==> src/hdl/ors_pkg.sv <==
// ----------------------------------------------------------------------------
// ors_pkg: shared types and constants for the 1-Wire ROM search engine
// Holds the opcode and status codes, the transaction payload structs, the
// search state record and the Dallas CRC8 byte update.
// ----------------------------------------------------------------------------
package ors_pkg;

  // Width of a 1-Wire ROM code.
  localparam int unsigned ROM_BITS = 64;

  // Opcodes of an input transaction.
  localparam logic [2:0] OP_FIRST  = 3'd0;
  localparam logic [2:0] OP_NEXT   = 3'd1;
  localparam logic [2:0] OP_VERIFY = 3'd2;
  localparam logic [2:0] OP_BIT    = 3'd3;
  localparam logic [2:0] OP_TARGET = 3'd4;
  localparam logic [2:0] OP_SKIP   = 3'd5;

  // Status codes of a result transaction.
  localparam logic [2:0] ST_CONT  = 3'd0;
  localparam logic [2:0] ST_SEND  = 3'd1;
  localparam logic [2:0] ST_NONE  = 3'd2;
  localparam logic [2:0] ST_FOUND = 3'd3;
  localparam logic [2:0] ST_ACK   = 3'd4;

  // Last bit position inside the family byte.
  localparam logic [6:0] FAMILY_LAST = 7'd8;

  // Reflected polynomial of x^8+x^5+x^4+1.
  localparam logic [7:0] CRC_POLY = 8'h8C;

  typedef struct packed {
    logic [2:0] opcode;
    logic       presence;
    logic       id_bit;
    logic       comp_bit;
    logic [7:0] fam_byte;
  } in_item_t;

  typedef struct packed {
    logic [2:0]          status;
    logic                write_valid;
    logic                write_bit;
    logic                device_found;
    logic                last_device;
    logic [ROM_BITS-1:0] rom_code;
    logic                verify_same;
  } out_item_t;

  // Backup of the discrepancy counters taken by a verify search.
  typedef struct packed {
    logic       last_dev_flag;
    logic [3:0] last_family_disc;
    logic [6:0] last_disc;
  } disc_t;

  typedef struct packed {
    logic [ROM_BITS-1:0] rom_bits;
    logic [6:0]          last_disc;
    logic [3:0]          last_family_disc;
    logic                last_dev_flag;
    logic [6:0]          bit_index;
    logic [6:0]          last_zero_pos;
    logic [7:0]          crc_acc;
    logic                searching;
    logic                verify_mode;
    logic [ROM_BITS-1:0] backup_rom;
    disc_t               backup_disc;
  } state_t;

  // Idle search state: bit index one, everything else zero.
  localparam state_t STATE_RESET = '{bit_index: 7'd1, default: '0};

  // One byte of the Dallas CRC8, LSB first.
  function automatic logic [7:0] crc8_byte(input logic [7:0] crc, input logic [7:0] data);
    logic [7:0] c;
    c = crc ^ data;
    for (int k = 0; k < 8; k++) begin
      if (c[0]) begin
        c = (c >> 1) ^ CRC_POLY;
      end else begin
        c = c >> 1;
      end
    end
    return c;
  endfunction

endpackage

==> src/hdl/ors_in_stage.sv <==
// ----------------------------------------------------------------------------
// ors_in_stage: input register of the ROM search engine
// Captures one input transaction and holds it until the step logic consumes
// it. A new transaction is taken in the same cycle the held one moves on.
// ----------------------------------------------------------------------------
module ors_in_stage (
  input  logic             clk_i,
  input  logic             rst_ni,
  input  logic             in_valid_i,
  output logic             in_ready_o,
  input  ors_pkg::in_item_t in_item_i,
  input  logic             advance_i,
  output logic             valid_o,
  output ors_pkg::in_item_t item_o
);

  logic             valid_q;
  ors_pkg::in_item_t item_q;

  // The register is free when empty or when its content moves on this cycle.
  assign in_ready_o = !valid_q || advance_i;
  assign valid_o    = valid_q;
  assign item_o     = item_q;

  // Valid flag of the held transaction.
  always_ff @(posedge clk_i or negedge rst_ni) begin
    if (!rst_ni) begin
      valid_q <= 1'b0;
    end else if (in_ready_o) begin
      valid_q <= in_valid_i;
    end
  end

  // Payload needs no reset.
  always_ff @(posedge clk_i) begin
    if (in_ready_o && in_valid_i) begin
      item_q <= in_item_i;
    end
  end

endmodule

==> src/hdl/ors_step.sv <==
// ----------------------------------------------------------------------------
// ors_step: combinational search step
// Applies one opcode to the search state and forms the result transaction:
// begin handling, one bit pair of the search ROM algorithm, family targeting and
// skipping, and the end-of-search checks on CRC, family byte and verify match.
// ----------------------------------------------------------------------------
module ors_step (
  input  ors_pkg::state_t   state_i,
  input  ors_pkg::in_item_t item_i,
  output ors_pkg::state_t   state_o,
  output ors_pkg::out_item_t result_o
);

  ors_pkg::state_t s;
  logic            fin_req;
  logic            fin_full;
  logic            ok;
  logic            eq;
  logic [5:0]      pos;
  logic            dir;
  logic [2:0]      status;
  logic            wr_valid;
  logic            wr_bit;

  always_comb begin
    s        = state_i;
    fin_req  = 1'b0;
    fin_full = 1'b0;
    ok       = 1'b0;
    eq       = 1'b0;
    pos      = s.bit_index[5:0] - 6'd1;
    dir      = 1'b0;
    status   = ors_pkg::ST_ACK;
    wr_valid = 1'b0;
    wr_bit   = 1'b0;

    // Any opcode other than a bit pair or an unused code abandons a search;
    // an abandoned verify goes back to the saved code and counters.
    if (item_i.opcode == ors_pkg::OP_FIRST || item_i.opcode == ors_pkg::OP_NEXT ||
        item_i.opcode == ors_pkg::OP_VERIFY || item_i.opcode == ors_pkg::OP_TARGET ||
        item_i.opcode == ors_pkg::OP_SKIP) begin
      if (s.searching && s.verify_mode) begin
        s.rom_bits         = s.backup_rom;
        s.last_disc        = s.backup_disc.last_disc;
        s.last_family_disc = s.backup_disc.last_family_disc;
        s.last_dev_flag    = s.backup_disc.last_dev_flag;
      end
      s.searching   = 1'b0;
      s.verify_mode = 1'b0;
    end

    // Opcode specific work.
    unique case (item_i.opcode)
      ors_pkg::OP_FIRST, ors_pkg::OP_NEXT, ors_pkg::OP_VERIFY: begin
        if (item_i.opcode == ors_pkg::OP_FIRST) begin
          s.last_disc        = '0;
          s.last_family_disc = '0;
          s.last_dev_flag    = 1'b0;
        end
        if (item_i.opcode == ors_pkg::OP_VERIFY) begin
          s.backup_rom                   = s.rom_bits;
          s.backup_disc.last_disc        = s.last_disc;
          s.backup_disc.last_family_disc = s.last_family_disc;
          s.backup_disc.last_dev_flag    = s.last_dev_flag;
          s.last_disc                    = 7'(ors_pkg::ROM_BITS);
          s.last_dev_flag                = 1'b0;
          s.verify_mode                  = 1'b1;
        end
        s.bit_index     = 7'd1;
        s.last_zero_pos = '0;
        s.crc_acc       = '0;
        if (s.last_dev_flag || !item_i.presence) begin
          fin_req = 1'b1;
        end else begin
          s.searching = 1'b1;
          status      = ors_pkg::ST_SEND;
        end
      end
      ors_pkg::OP_BIT: begin
        if (s.searching) begin
          if (item_i.id_bit && item_i.comp_bit) begin
            // Nobody answered the slot pair.
            fin_req = 1'b1;
          end else begin
            if (item_i.id_bit != item_i.comp_bit) begin
              dir = item_i.id_bit;
            end else begin
              // Discrepancy: follow the old path, take one at the last
              // discrepancy and zero beyond it.
              if (s.bit_index < s.last_disc) begin
                dir = s.rom_bits[pos];
              end else begin
                dir = (s.bit_index == s.last_disc);
              end
              if (!dir) begin
                s.last_zero_pos = s.bit_index;
                if (s.bit_index <= ors_pkg::FAMILY_LAST) begin
                  s.last_family_disc = s.bit_index[3:0];
                end
              end
            end
            s.rom_bits[pos] = dir;
            wr_valid        = 1'b1;
            wr_bit          = dir;
            // Fold each completed byte into the CRC.
            if (s.bit_index[2:0] == 3'd0) begin
              s.crc_acc = ors_pkg::crc8_byte(s.crc_acc, s.rom_bits[pos[5:3]*8 +: 8]);
            end
            s.bit_index = s.bit_index + 7'd1;
            if (s.bit_index > 7'(ors_pkg::ROM_BITS)) begin
              fin_req  = 1'b1;
              fin_full = 1'b1;
            end else begin
              status = ors_pkg::ST_CONT;
            end
          end
        end
      end
      ors_pkg::OP_TARGET: begin
        s.rom_bits         = ors_pkg::ROM_BITS'(item_i.fam_byte);
        s.last_disc        = 7'(ors_pkg::ROM_BITS);
        s.last_family_disc = '0;
        s.last_dev_flag    = 1'b0;
      end
      ors_pkg::OP_SKIP: begin
        s.last_disc        = {3'd0, s.last_family_disc};
        s.last_family_disc = '0;
        if (s.last_disc == 7'd0) begin
          s.last_dev_flag = 1'b1;
        end
      end
      default: begin
        // Unused opcodes are acknowledged and change nothing.
      end
    endcase

    // End of a search: check CRC and family byte, settle the counters; a verify also compares and restores its backup.
    if (fin_req) begin
      s.searching = 1'b0;
      if (fin_full && s.crc_acc == 8'd0) begin
        s.last_disc = s.last_zero_pos;
        if (s.last_zero_pos == 7'd0) begin
          s.last_dev_flag = 1'b1;
        end
        ok = 1'b1;
      end
      if (!ok || s.rom_bits[7:0] == 8'd0) begin
        s.last_disc        = '0;
        s.last_family_disc = '0;
        s.last_dev_flag    = 1'b0;
        ok                 = 1'b0;
      end
      if (s.verify_mode) begin
        eq                 = ok && (s.rom_bits == s.backup_rom);
        s.rom_bits         = s.backup_rom;
        s.last_disc        = s.backup_disc.last_disc;
        s.last_family_disc = s.backup_disc.last_family_disc;
        s.last_dev_flag    = s.backup_disc.last_dev_flag;
        s.verify_mode      = 1'b0;
      end
      status = ok ? ors_pkg::ST_FOUND : ors_pkg::ST_NONE;
    end
  end

  assign state_o               = s;
  assign result_o.status       = status;
  assign result_o.write_valid  = wr_valid;
  assign result_o.write_bit    = wr_bit;
  assign result_o.device_found = ok;
  assign result_o.last_device  = s.last_dev_flag;
  assign result_o.rom_code     = s.rom_bits;
  assign result_o.verify_same  = eq;

endmodule

==> src/hdl/onewire_rom_search.sv <==
// Path: input register, then combinational search step, then result register.
// Throughput: one transaction per cycle unless the consumer stalls; the per-bit
// state update is one combinational step between input and result registers.
// Reset (rst_ni low, asynchronous): all search state returns to its idle
// values (bit index one, everything else zero) and both registers empty.
// ----------------------------------------------------------------------------
// onewire_rom_search: 1-Wire search ROM engine, one bit pair per transaction
// Input register, combinational search step with the state registers, and a
// result register that holds a result while the consumer stalls.
// ----------------------------------------------------------------------------
module onewire_rom_search (
  input  logic               clk_i,
  input  logic               rst_ni,
  input  logic               in_valid_i,
  output logic               in_ready_o,
  input  ors_pkg::in_item_t  in_item_i,
  output logic               out_valid_o,
  input  logic               out_ready_i,
  output ors_pkg::out_item_t out_item_o
);

  logic               stage_valid;
  ors_pkg::in_item_t  stage_item;
  logic               advance;
  ors_pkg::state_t    state_q;
  ors_pkg::state_t    state_d;
  ors_pkg::out_item_t result;
  logic               out_valid_q;
  ors_pkg::out_item_t out_item_q;

  // The held transaction moves on when the result register is free.
  assign advance = stage_valid && (!out_valid_q || out_ready_i);

  ors_in_stage u_in_stage (
    .clk_i      (clk_i),
    .rst_ni     (rst_ni),
    .in_valid_i (in_valid_i),
    .in_ready_o (in_ready_o),
    .in_item_i  (in_item_i),
    .advance_i  (advance),
    .valid_o    (stage_valid),
    .item_o     (stage_item)
  );

  ors_step u_step (
    .state_i  (state_q),
    .item_i   (stage_item),
    .state_o  (state_d),
    .result_o (result)
  );

  // Search state, updated once per processed transaction.
  always_ff @(posedge clk_i or negedge rst_ni) begin
    if (!rst_ni) begin
      state_q <= ors_pkg::STATE_RESET;
    end else if (advance) begin
      state_q <= state_d;
    end
  end

  // Result register valid flag.
  always_ff @(posedge clk_i or negedge rst_ni) begin
    if (!rst_ni) begin
      out_valid_q <= 1'b0;
    end else if (!out_valid_q || out_ready_i) begin
      out_valid_q <= advance;
    end
  end

  // Result payload.
  always_ff @(posedge clk_i) begin
    if (advance) begin
      out_item_q <= result;
    end
  end

  assign out_valid_o = out_valid_q;
  assign out_item_o  = out_item_q;

endmodule

==> config.mk <==
export PLATFORM = sky130hd
export DESIGN_NAME = onewire_rom_search
export DESIGN_NICKNAME = d
export VERILOG_FILES = /design/src/hdl/ors_pkg.sv /design/src/hdl/ors_in_stage.sv /design/src/hdl/ors_step.sv /design/src/hdl/onewire_rom_search.sv
export SDC_FILE = /design/constraint.sdc
export NUM_CORES = 1
export LEC_CHECK = 0
export BUFFER_PORTS_ARGS = -buffer_cell sky130_fd_sc_hd__buf_2
export CELL_PAD_IN_SITES_DETAIL_PLACEMENT = 0
export CELL_PAD_IN_SITES_GLOBAL_PLACEMENT = 1
export CORE_ASPECT_RATIO = 0.9
export CORE_UTILIZATION = 40
export DETAILED_ROUTE_END_ITERATION = 10
export PLACE_DENSITY = 0.8
export SKIP_LAST_GASP = 1
export SLEW_MARGIN = 0
export SYNTH_ARGS = -nofsm -noshare
export SYNTH_HDL_FRONTEND = slang
export SYNTH_SLANG_ARGS = --single-unit
export TNS_END_PERCENT = 20
==> constraint.sdc <==
create_clock -name clk_i -period 6.7 [get_ports clk_i]
set_input_delay 0.67 -clock clk_i [delete_from_list [all_inputs] [get_ports clk_i]]
set_output_delay 0.67 -clock clk_i [all_outputs]
set_load 0.01 [all_outputs]
### Yosys cells after proc, flatten, opt, wreduce, memory -nomap -nowiden

Index checks and enable logic that the tools add are counted.

* output and inout bits: 74
* bits in registers: 264

* mux-type cells: 105
* shift operators: 1
* order comparisons: 5
* reduce and logical (&&, ||, !) cells: 32
* bitwise gates (word level): 11
* add/sub/neg operators: 2
* equal/unequal tests: 10

Operator list (count)
* 76-bit two-way mux: 4
* 8-bit two-way mux: 37
* 64-bit two-way mux: 2
* 64-bit case mux with 2 select lines: 1
* 78-bit two-way mux: 1
* 77-bit two-way mux: 1
* 64-bit bitwise mux: 1
* 64-bit == test: 1
* 64-bit by 7-bit indexed part select with 8-bit output: 1
* 22-bit two-way mux: 2
* 22-bit case mux with 2 select lines: 1
* 1-bit two-way mux: 30
* 7-bit two-way mux: 4
* 12-bit two-way mux: 2
* 2-bit inverter with 3-bit output: 8
* 7-bit case mux with 3 select lines: 1
* 4-bit two-way mux: 5
* 8-bit logical NOT: 2
* 3-bit two-way mux: 5
* 4-bit case mux with 3 select lines: 1
* 1-bit logical OR: 8
* 8-bit bitwise XOR: 1
* 7-bit by 1-bit adder with 7-bit output, second input constant: 1
* 7-bit == test: 1
* 28 further kinds: 45

### Longest topological paths before layout

Gate-level depths: netlist (run 1).

* depth in word-level cells: 78
* depth in mapped cells: 25
* gate-level depth less buffers: 20

### Modules after synthesis

A second synthesis (run 1) with hierarchy kept.

* cell total of the unflattened synthesis: 1836
* area, all modules: 18325.1 µm²

By module, submodules not included
* onewire_rom_search: area each 9285.2 µm², cells an instance 448, times used 1
* ors_step: area each 8565.7 µm², cells an instance 1370, times used 1
* ors_in_stage: area each 474.2 µm², cells an instance 18, times used 1

### Least setup slack after synthesis (run 1)

OpenSTA, ideal clock, no wires.

* path type: flip-flop to flip-flop
* from: reg u_in_stage.item_q (netlist bit u_in_stage.item_o[11])
* to: reg state_q[101] (netlist name)
* data arrival time: 6194 ps
* period minus slack after synthesis: 6289 ps
* buffers on the path: 4
* path slack: 411 ps
* required time: 6605 ps
* cell stages (with the launch flop): 23
* cell sequence: edfxtp_1 > o21a_1 > nor2_4 > buf_4 > buf_4 > buf_1 > buf_1 > mux2i_1 > ha_1 > nand4_1 > nor4b_1 > o2bb2ai_1 > o31ai_1 > nand2_1 > and3_1 > mux2i_1 > nand3b_1 > a211o_1 > and2_4 > a221o_1 > a2111oi_4 > nor2_2 > o31ai_1

* cells in the longest elaborated chain, start to end: 72
* elaborated cells between the ends (all ways): 108
* classes of those cells: 1 x order compare; 6 x eq/ne; 1 x shift; 78 x mux; 9 x bitwise; 13 x reduce/logical

RTL lines
* from (decl): line ors_in_stage.sv:18 `ors_pkg::in_item_t item_q;`
* from (signal assigned): line ors_in_stage.sv:37 `item_q <= in_item_i;`
* 3-bit by 1-bit == test with 1-bit output / 3-bit logical NOT (equally long branches): line ors_step.sv:39, ors_step.sv:53, ors_step.sv:55
* 1-bit logical OR (2 in series): line ors_step.sv:39 `if (item_i.opcode == ors_pkg::OP_FIRST || item_i.opcode == ors_pkg::OP_NEXT ||`
* 1-bit logical OR (2 in series): line ors_step.sv:40 `item_i.opcode == ors_pkg::OP_VERIFY || item_i.opcode == ors_pkg::OP_TARGET ||`
* 76-bit two-way mux: line ors_step.sv:39
* 1-bit binary-select mux with 6-bit select: line ors_step.sv:91 `dir = s.rom_bits[pos];`
* 1-bit two-way mux (implied by the code): line ors_step.sv:91
* 1-bit two-way mux: line ors_step.sv:90 `if (s.bit_index < s.last_disc) begin`
* 1-bit two-way mux: line ors_step.sv:85 `if (item_i.id_bit != item_i.comp_bit) begin`
* (+54 left out)
* 1-bit logical AND: line ors_step.sv:140 `if (fin_full && s.crc_acc == 8'd0) begin`
* 1-bit two-way mux: line ors_step.sv:140
* 1-bit two-way mux: line ors_step.sv:138 `if (fin_req) begin`
* 1-bit logical NOT: line ors_step.sv:147 `if (!ok || s.rom_bits[7:0] == 8'd0) begin`
* 1-bit logical OR: line ors_step.sv:147
* 12-bit two-way mux: line ors_step.sv:147
* 76-bit two-way mux: line ors_step.sv:153 `if (s.verify_mode) begin`
* 76-bit two-way mux (*): line ors_step.sv:138
* to (signal assigned): line onewire_rom_search.sv:55 `state_q <= ors_pkg::STATE_RESET;`
* to (signal assigned): line onewire_rom_search.sv:57 `state_q <= state_d;`
* to (decl): line onewire_rom_search.sv:25 `ors_pkg::state_t state_q;`

Mark *: on every way between the ends. The rest lies on a longest branch, timed or not. The select of a mux whose other input is x is not followed.
A chain may end at the register's enable or synchronous reset.

### Worst setup path after layout (run 1)

* from: reg state_q[93] (netlist name)
* to: reg out_item_q (netlist bit out_item_o[0]) (data pin)

* cells in the longest elaborated chain, start to end: 67
* elaborated cells between the ends (all ways): 95
* classes of those cells: 2 x add/sub; 4 x order compare; 2 x eq/ne; 1 x shift; 68 x mux; 9 x bitwise; 9 x reduce/logical

RTL lines
* 6-bit by 1-bit subtractor with 6-bit output: line ors_step.sv:31 `pos = s.bit_index[5:0] - 6'd1;`
* 1-bit binary-select mux with 6-bit select: line ors_step.sv:91
* 1-bit two-way mux (implied by the code): line ors_step.sv:91
* 1-bit two-way mux: line ors_step.sv:90
* 1-bit two-way mux: line ors_step.sv:85
* 1-bit two-way mux: line ors_step.sv:81 `if (item_i.id_bit && item_i.comp_bit) begin`
* 1-bit two-way mux: line ors_step.sv:80 `if (s.searching) begin`
* 1-bit two-way mux: line ors_step.sv:53 `unique case (item_i.opcode)`
* (+51 left out)
* 1-bit logical AND: line ors_step.sv:140
* 1-bit two-way mux: line ors_step.sv:140
* 1-bit two-way mux: line ors_step.sv:138
* 1-bit logical NOT: line ors_step.sv:147
* 1-bit logical OR: line ors_step.sv:147
* 1-bit two-way mux: line ors_step.sv:147
* 1-bit two-way mux: line ors_step.sv:138
* 1-bit logical AND: line ors_step.sv:154 `eq = ok && (s.rom_bits == s.backup_rom);`
* to (signal assigned): line onewire_rom_search.sv:73 `out_item_q <= result;`
* to (decl): line onewire_rom_search.sv:29 `ors_pkg::out_item_t out_item_q;`

Parallel ways exist; a longest one is shown, timed or not. The select of a mux whose other input is x is not followed.

==> results of run 1 <==
==> per-layer routing <==
metal  vias up  GRT usage  part of all wire
li1       7546          -                 -
met1      8136      0.470              0.44
met2       926      0.450              0.40
met3       159     0.0946              0.11
met4         2      0.106             0.037
met5         -          0           0.00018
==> layout make-up <==
type	count	area [sq um]	share of cell area
clock buffer	33	761	0.0389
clock inverter	21	260	0.0133
inverter	21	86.3	0.00441
multi-input combinational	1619	9420	0.481
sequential	264	7040	0.360
tap	547	684	0.0350
timing repair buffer	196	1320	0.0672
==> worst max path at each step <==
stage / startpoint / endpoint / slack, ns / depth (start not counted)
CTS: state_q[93] / state_q[110] / 0.34 / 18
global placement: state_q[93] / out_item_o[0] / 0.52 / 17
floorplan: u_in_stage.item_o[11] / state_q[101] / 0.41 / 22
global route: state_q[93] / out_item_o[0] / 0.03 / 19
finish: state_q[93] / out_item_o[0] / 0.34 / 17
detailed placement: state_q[93] / state_q[110] / 0.36 / 18
==> cells by family (layout without fill, tap and decap cells) <==
family | Yosys count | in the layout
muxes | 118 | 118
xor gates and xnor gates | 81 | 81
DFF | 264 | 264
buffers and inverters | 169 | 271
AOI/OAI and AO/OA | 615 | 615
and+or+nand+nor | 795 | 795
adders and majority gates | 10 | 10
==> power groups by stage <==
stage	combinational (mW)	sequential [mW]	clock (mW)
floorplan	2.75	2.33	0
global placement	4.42	2.34	0
detailed placement	4.42	2.36	0
CTS	4.45	2.33	1.77
global route	4.87	2.39	1.83
finish	4.62	2.34	1.74
==> cell usage after synthesis (29+ instances only) <==
master / number / area, sq um
clkbuf_1: 109 / 409
mux2_2: 48 / 541
edfxtp_1: 86 / 2580
nand3_1: 29 / 145
mux2i_1: 69 / 691
xnor2_1: 43 / 377
nor2_1: 194 / 728
nand2_1: 450 / 1690
a21oi_1: 234 / 1170
dfrtp_1: 177 / 4430
xor2_1: 37 / 324
o21ai_0: 128 / 641
==> per-stage QoR <==
stage               power [mW]  setup slack (ns)  instance area (sq um)   util  hold slack, ns
floorplan                 5.08             0.411                  17100      -           0.374
global placement          6.76             0.522                  18500  0.441           0.456
detailed placement        6.78             0.360                  18500  0.441           0.464
CTS                       8.56             0.339                  19500  0.466          0.0458
global route              9.09            0.0287                  19600  0.467          0.0668
finish                    8.70             0.344                  19600  0.467          0.0399
==> placed cells by master, fill, tap and decap left out, types with 28 or more instances in the layout <==
| cell type | synthesis | routed |
|---|---|---|
| a21oi_1 | 234 | 234 |
| edfxtp_1 | 86 | 86 |
| nand3_1 | 29 | 29 |
| xnor2_1 | 43 | 43 |
| nand2_1 | 450 | 448 |
| buf_2 | 4 | 90 |
| buf_4 | 4 | 100 |
| mux2i_1 | 69 | 69 |
| nor2_1 | 194 | 193 |
| mux2_2 | 48 | 48 |
| dfrtp_1 | 177 | 177 |
| o21ai_0 | 128 | 128 |
| xor2_1 | 37 | 37 |
| clkbuf_16 | 0 | 29 |
| a22o_1 | 28 | 28 |
==> sequential cells by signal, indices dropped and copies added (netlist names) <==
signal / cells
out_valid_o: 1
u_in_stage.item_o: 14
state_q: 176
out_item_o: 72
u_in_stage.valid_o: 1
==> critical path, delay by kind of cell, from the launching register on <==
| kind | cells | cell delay [ns] |
|---|---|---|
| AOI/OAI and AO/OA | 7 | 2.71 |
| xor gates and xnor gates | 1 | 0.24 |
| adders and majority gates | 2 | 0.79 |
| buffers and inverters | 2 | 0.43 |
| DFF | 1 | 0.74 |
| and+or+nand+nor | 5 | 1.28 |
==> impl_metrics.env, run 1 <==
export IMPL_vias_per_cell=6.21
export IMPL_post_synth_instance_area_sq_mm=0.0171
export IMPL_async_reset_ff_frac=0.674
export IMPL_die_w_um=220
export IMPL_setup_tns_ns=0
export IMPL_hp_class="input port to async pin"
export IMPL_clock_latency_ns=0.61
export IMPL_antenna_found_initial=2
export IMPL_crit_arrival_ns=6.82
export IMPL_first_pass_iters=10
export IMPL_cts_root_buffer="clkbuf_16"
export IMPL_cts_made_buffers=29
export IMPL_p_sw_frac=0.460
export IMPL_powerDensity_mw_per_mm2=445
export IMPL_ys_flop_type="dfrtp_1"
export IMPL_endpoint_kind="flip-flop"
export IMPL_crit_chain="inv_2, ha_1, ha_1, and3_1, a22o_1, o41ai_1, o2111ai_1, o31ai_2, buf_4, nor3_1, o22ai_1, xnor2_1, o2111ai_1, a2111oi_0, nand4_1, nor4_1, and4_1"
export IMPL_drtAntennaViolNets=0
export IMPL_ir_drop_mv=0.215
export IMPL_clock_path_buffers=3
export IMPL_cts_resized=0
export IMPL_grt_usage=0.322
export IMPL_relSlewSlack=0.236
export IMPL_p_int_mw=4.70
export IMPL_synthCells=2052
export IMPL_grt_ovfl_total=0
export IMPL_synthXorXnorAreaFrac=0.0424
export IMPL_worstMarginPinSlew_ns=1.14
export IMPL_yosysWarnings=0
export IMPL_area_delta_synth_final_pct=14.7
export IMPL_synth_top_family_by_area="compound AO/OA/AOI/OAI gates"
export IMPL_core_region_area_sq_mm=0.0419
export IMPL_fin_crit_sh=0.949
export IMPL_instances_no_fill=2701
export IMPL_diodes=0
export IMPL_clkPwrFrac=0.200
export IMPL_reg2reg_slack_ns=0.34
export IMPL_status="finished with violations"
export IMPL_synth_edf_count=86
export IMPL_ys_seq_area_frac=0.413
export IMPL_synth_compound_area_frac=0.228
export IMPL_pwr_share_comb=0.531
export IMPL_crit_fanout=20
export IMPL_fin_crit_ns=6.36
export IMPL_drt_initial_drc_count=2141
export IMPL_path_class="flip-flop to flip-flop"
export IMPL_ys_types=89
export IMPL_cts_sinks=264
export IMPL_clkTransAtPathRegs_ns=0.07
export IMPL_grt_setup_unrepaired="false"
export IMPL_p_switching_mw=4.00
export IMPL_htree_levels=1
export IMPL_max_cap_violations=0
export IMPL_rr_worst_depth=17
export IMPL_cp_start_kind="flip-flop"
export IMPL_drc=6
export IMPL_avgSynthCellArea_sq_um=8.31
export IMPL_ios=92
export IMPL_layout_nets=2159
export IMPL_vias=16800
export IMPL_rows=71
export IMPL_post_drt_wl_per_cell_um=26.1
export IMPL_synthSimpleGateAreaFrac=0.197
export IMPL_ys_ff_latch=264
export IMPL_p_leak_nw=8.22
export IMPL_place_congestion=1.02
export IMPL_fillers=4105
export IMPL_r2r_end="out_item_o[0]"
export IMPL_layout_drive_gt1_share=0.156
export IMPL_max_stage_delay_ns=0.74
export IMPL_setup_viol=0
export IMPL_die_area_sq_mm=0.0435
export IMPL_violations="design-rule violations"
export IMPL_grt_pass1_vias=15300
export IMPL_portBuffers=91
export IMPL_hold_buffers=0
export IMPL_synthAdderAreaFrac=0.00734
export IMPL_r2r_start="state_q[93]"
export IMPL_hold_viol_final=0
export IMPL_finClkSkew_ns=0.0314
export IMPL_p_seq_frac=0.269
export IMPL_grt_pass1_wl_mm=103
export IMPL_place_detailed_hpwl_mm=50.4
export IMPL_placedCellCount=2647
export IMPL_fmax_ghz=0.157
export IMPL_drt_wl_total_mm=70.4
export IMPL_slew_violations=0
export IMPL_post_cts_buffers=0
export IMPL_synthMuxAreaShare=0.0735
export IMPL_required_ns=7.16
export IMPL_grt_max_degree=143
export IMPL_die_y_um=198
export IMPL_cts_tree="done"
export IMPL_crit_path_top_delay_cell="dfstp_2"
export IMPL_synth_fp_nets=2080
export IMPL_start_util=0.407
Note: power is estimated with default switching activity, not from simulation.
==> run 2: changes to the inputs <==
--- a/config.mk
+++ b/config.mk
@@ -8,7 +8,6 @@
 export BUFFER_PORTS_ARGS = -buffer_cell sky130_fd_sc_hd__buf_2
 export CELL_PAD_IN_SITES_DETAIL_PLACEMENT = 0
 export CELL_PAD_IN_SITES_GLOBAL_PLACEMENT = 1
-export CORE_ASPECT_RATIO = 0.9
 export CORE_UTILIZATION = 40
 export DETAILED_ROUTE_END_ITERATION = 10
 export PLACE_DENSITY = 0.8
==> impl_metrics.env, run 2 (same netlist as run 1, synthesis figures left out) <==
export IMPL_status="complete, no violations"
export IMPL_htree_levels=1
export IMPL_drt_wl_total_mm=69.6
export IMPL_rr_worst_depth=18
export IMPL_crit_fanout=14
export IMPL_die_area_sq_mm=0.0435
export IMPL_setup_slack_ns=0.399
export IMPL_required_ns=7.03
export IMPL_path_class="flip-flop to flip-flop"
export IMPL_post_drt_wl_per_cell_um=25.7
export IMPL_fin_crit_ns=6.30
export IMPL_fmax_ghz=0.159
export IMPL_hp_class="input port to async pin"
export IMPL_first_pass_iters=6
export IMPL_relSlewSlack=0.222
export IMPL_max_cap_violations=0
export IMPL_final_util=0.466
export IMPL_slew_violations=0
export IMPL_layout_nets=2177
export IMPL_regMostFlops="state_q"
export IMPL_ios=92
export IMPL_rows=75
export IMPL_ir_drop_mv=0.253
export IMPL_portBuffers=91
export IMPL_finClkSkew_ns=0.0314
export IMPL_grt_ovfl_total=0
export IMPL_r2r_start="state_q[94]"
export IMPL_cts_made_buffers=30
export IMPL_grt_max_degree=136
export IMPL_cts_resized=0
export IMPL_r2r_end="out_item_o[65]"
export IMPL_fin_crit_sh=0.940
export IMPL_place_congestion=1.03
export IMPL_die_w_um=208
export IMPL_p_leak_nw=8.24
export IMPL_powerDensity_mw_per_mm2=437
export IMPL_drtAntennaViolNets=0
export IMPL_core_region_area_sq_mm=0.0420
export IMPL_holdWs_ns=0.109
export IMPL_critPathTopFamily="compound AO/OA/AOI/OAI gates"
export IMPL_grt_setup_unrepaired="false"
export IMPL_largest_reg_flops=176
export IMPL_start_util=0.406
export IMPL_vias_per_cell=6.16
export IMPL_cts_root_buffer="clkbuf_16"
export IMPL_crit_arrival_ns=6.63
export IMPL_setup_tns_ns=0
export IMPL_final_common_cell="nand2_1"
export IMPL_crit_path_top_delay_cell="and3_1"
export IMPL_cts_sinks=264
export IMPL_max_stage_delay_ns=0.67
export IMPL_crit_buf_inv=3
export IMPL_vias=16700
export IMPL_pre_cts_ws_ns=0.560
export IMPL_setup_viol=0
export IMPL_worstMarginPinSlew_ns=1.15
export IMPL_hold_viol_final=0
export IMPL_grt_pass1_wl_mm=104
export IMPL_grt_usage=0.318
export IMPL_placed_cell_area_sq_mm=0.0186
export IMPL_cts_tree="done"
export IMPL_drc=0
export IMPL_hold_buffers=0
export IMPL_reg2reg_slack_ns=0.40
export IMPL_layout_common_cells="nand2_1, a21oi_1, nor2_1, dfrtp_1, o21ai_0"
export IMPL_clock_latency_ns=0.59
export IMPL_die_y_um=208
export IMPL_clock_path_buffers=3
export IMPL_layout_drive_gt1_share=0.157
export IMPL_place_detailed_hpwl_mm=51.2
export IMPL_clkTransAtPathRegs_ns=0.07
export IMPL_crit_chain="inv_1, ha_1, ha_1, and3_1, buf_4, a22o_1, nor4b_1, o2111ai_1, o31ai_2, buf_4, o311ai_0, o21a_1, nand2_1, or4_1, o211ai_1, a2111oi_0, o22ai_1, o21ai_1"
export IMPL_endpoint_kind="flip-flop"
export IMPL_final_area_sq_mm=0.0196
export IMPL_post_cts_buffers=0
export IMPL_grt_pass1_vias=15600
export IMPL_fillers=4110
export IMPL_drt_initial_drc_count=1808
export IMPL_cp_start_kind="flip-flop"
export IMPL_area_delta_synth_final_pct=14.8
export IMPL_diodes=0
export IMPL_antenna_found_initial=3
run 2: changes by cell type in the layout (fill, tap and decap cells not counted), sizes merged:
cell | before | now
clkinv | 13 | 9
bufinv | 5 | 1
clkbuf | 34 | 45
inv | 23 | 21
clkinvlp | 1 | 2
buf | 195 | 212
run 2: cell type report:
type,count,area (sq um),area share
Timing Repair Buffer,213,1440,0.0737
Multi-Input combinational cell,1619,9380,0.479
Sequential cell,264,7040,0.359
Clock buffer,44,865,0.0442
Clock inverter,12,93.8,0.00479
Inverter,21,86.3,0.00441
Tap cell,539,674,0.0344
run 2: metal layers:
metal	GRT usage	wire (um)
met5	0	0
met3	0.0655	6730
met1	0.464	31000
met4	0.134	2830
met2	0.452	29000
run 2: worst reg2reg max path, stage by stage, from the launching register on:
cell and delay, ns:
dfrtp_1 0.61, inv_1 0.19, ha_1 0.31, ha_1 0.57, and3_1 0.67, buf_4 0.33
a22o_1 0.16, nor4b_1 0.07, o2111ai_1 0.44, o31ai_2 0.11, buf_4 0.20, o311ai_0 0.62
o21a_1 0.29, nand2_1 0.07, or4_1 0.67, o211ai_1 0.26, a2111oi_0 0.14, o22ai_1 0.25
o21ai_1 0.09
run 2: how the worst max path moves through the flow:
stage                     startpoint        endpoint  cells past startpoint
2_1_floorplan  u_in_stage.item_o[11]    state_q[101]                     22
3_3_place_gp             state_q[94]    state_q[105]                     20
3_5_place_dp             state_q[94]  out_item_o[65]                     18
4_1_cts                  state_q[94]  out_item_o[65]                     18
5_1_grt                  state_q[94]  out_item_o[65]                     18
6_report                 state_q[94]  out_item_o[65]                     18
run 2: stage by stage:
stage / cells / total power, mW
after floorplan: 2052 / 5.08
after global placement: 2656 / 6.79
after detailed placement: 2656 / 6.82
after CTS: 2712 / 8.48
after global routing: 2712 / 8.99
final: 2712 / 8.57
run 2: power by group:
part / total (mW) / switching (mW) / internal, mW / leakage [nW]
clock: 1.63 / 0.702 / 0.930 / 0.469
combinational: 4.60 / 2.96 / 1.64 / 4.58
sequential: 2.33 / 0.244 / 2.09 / 3.19
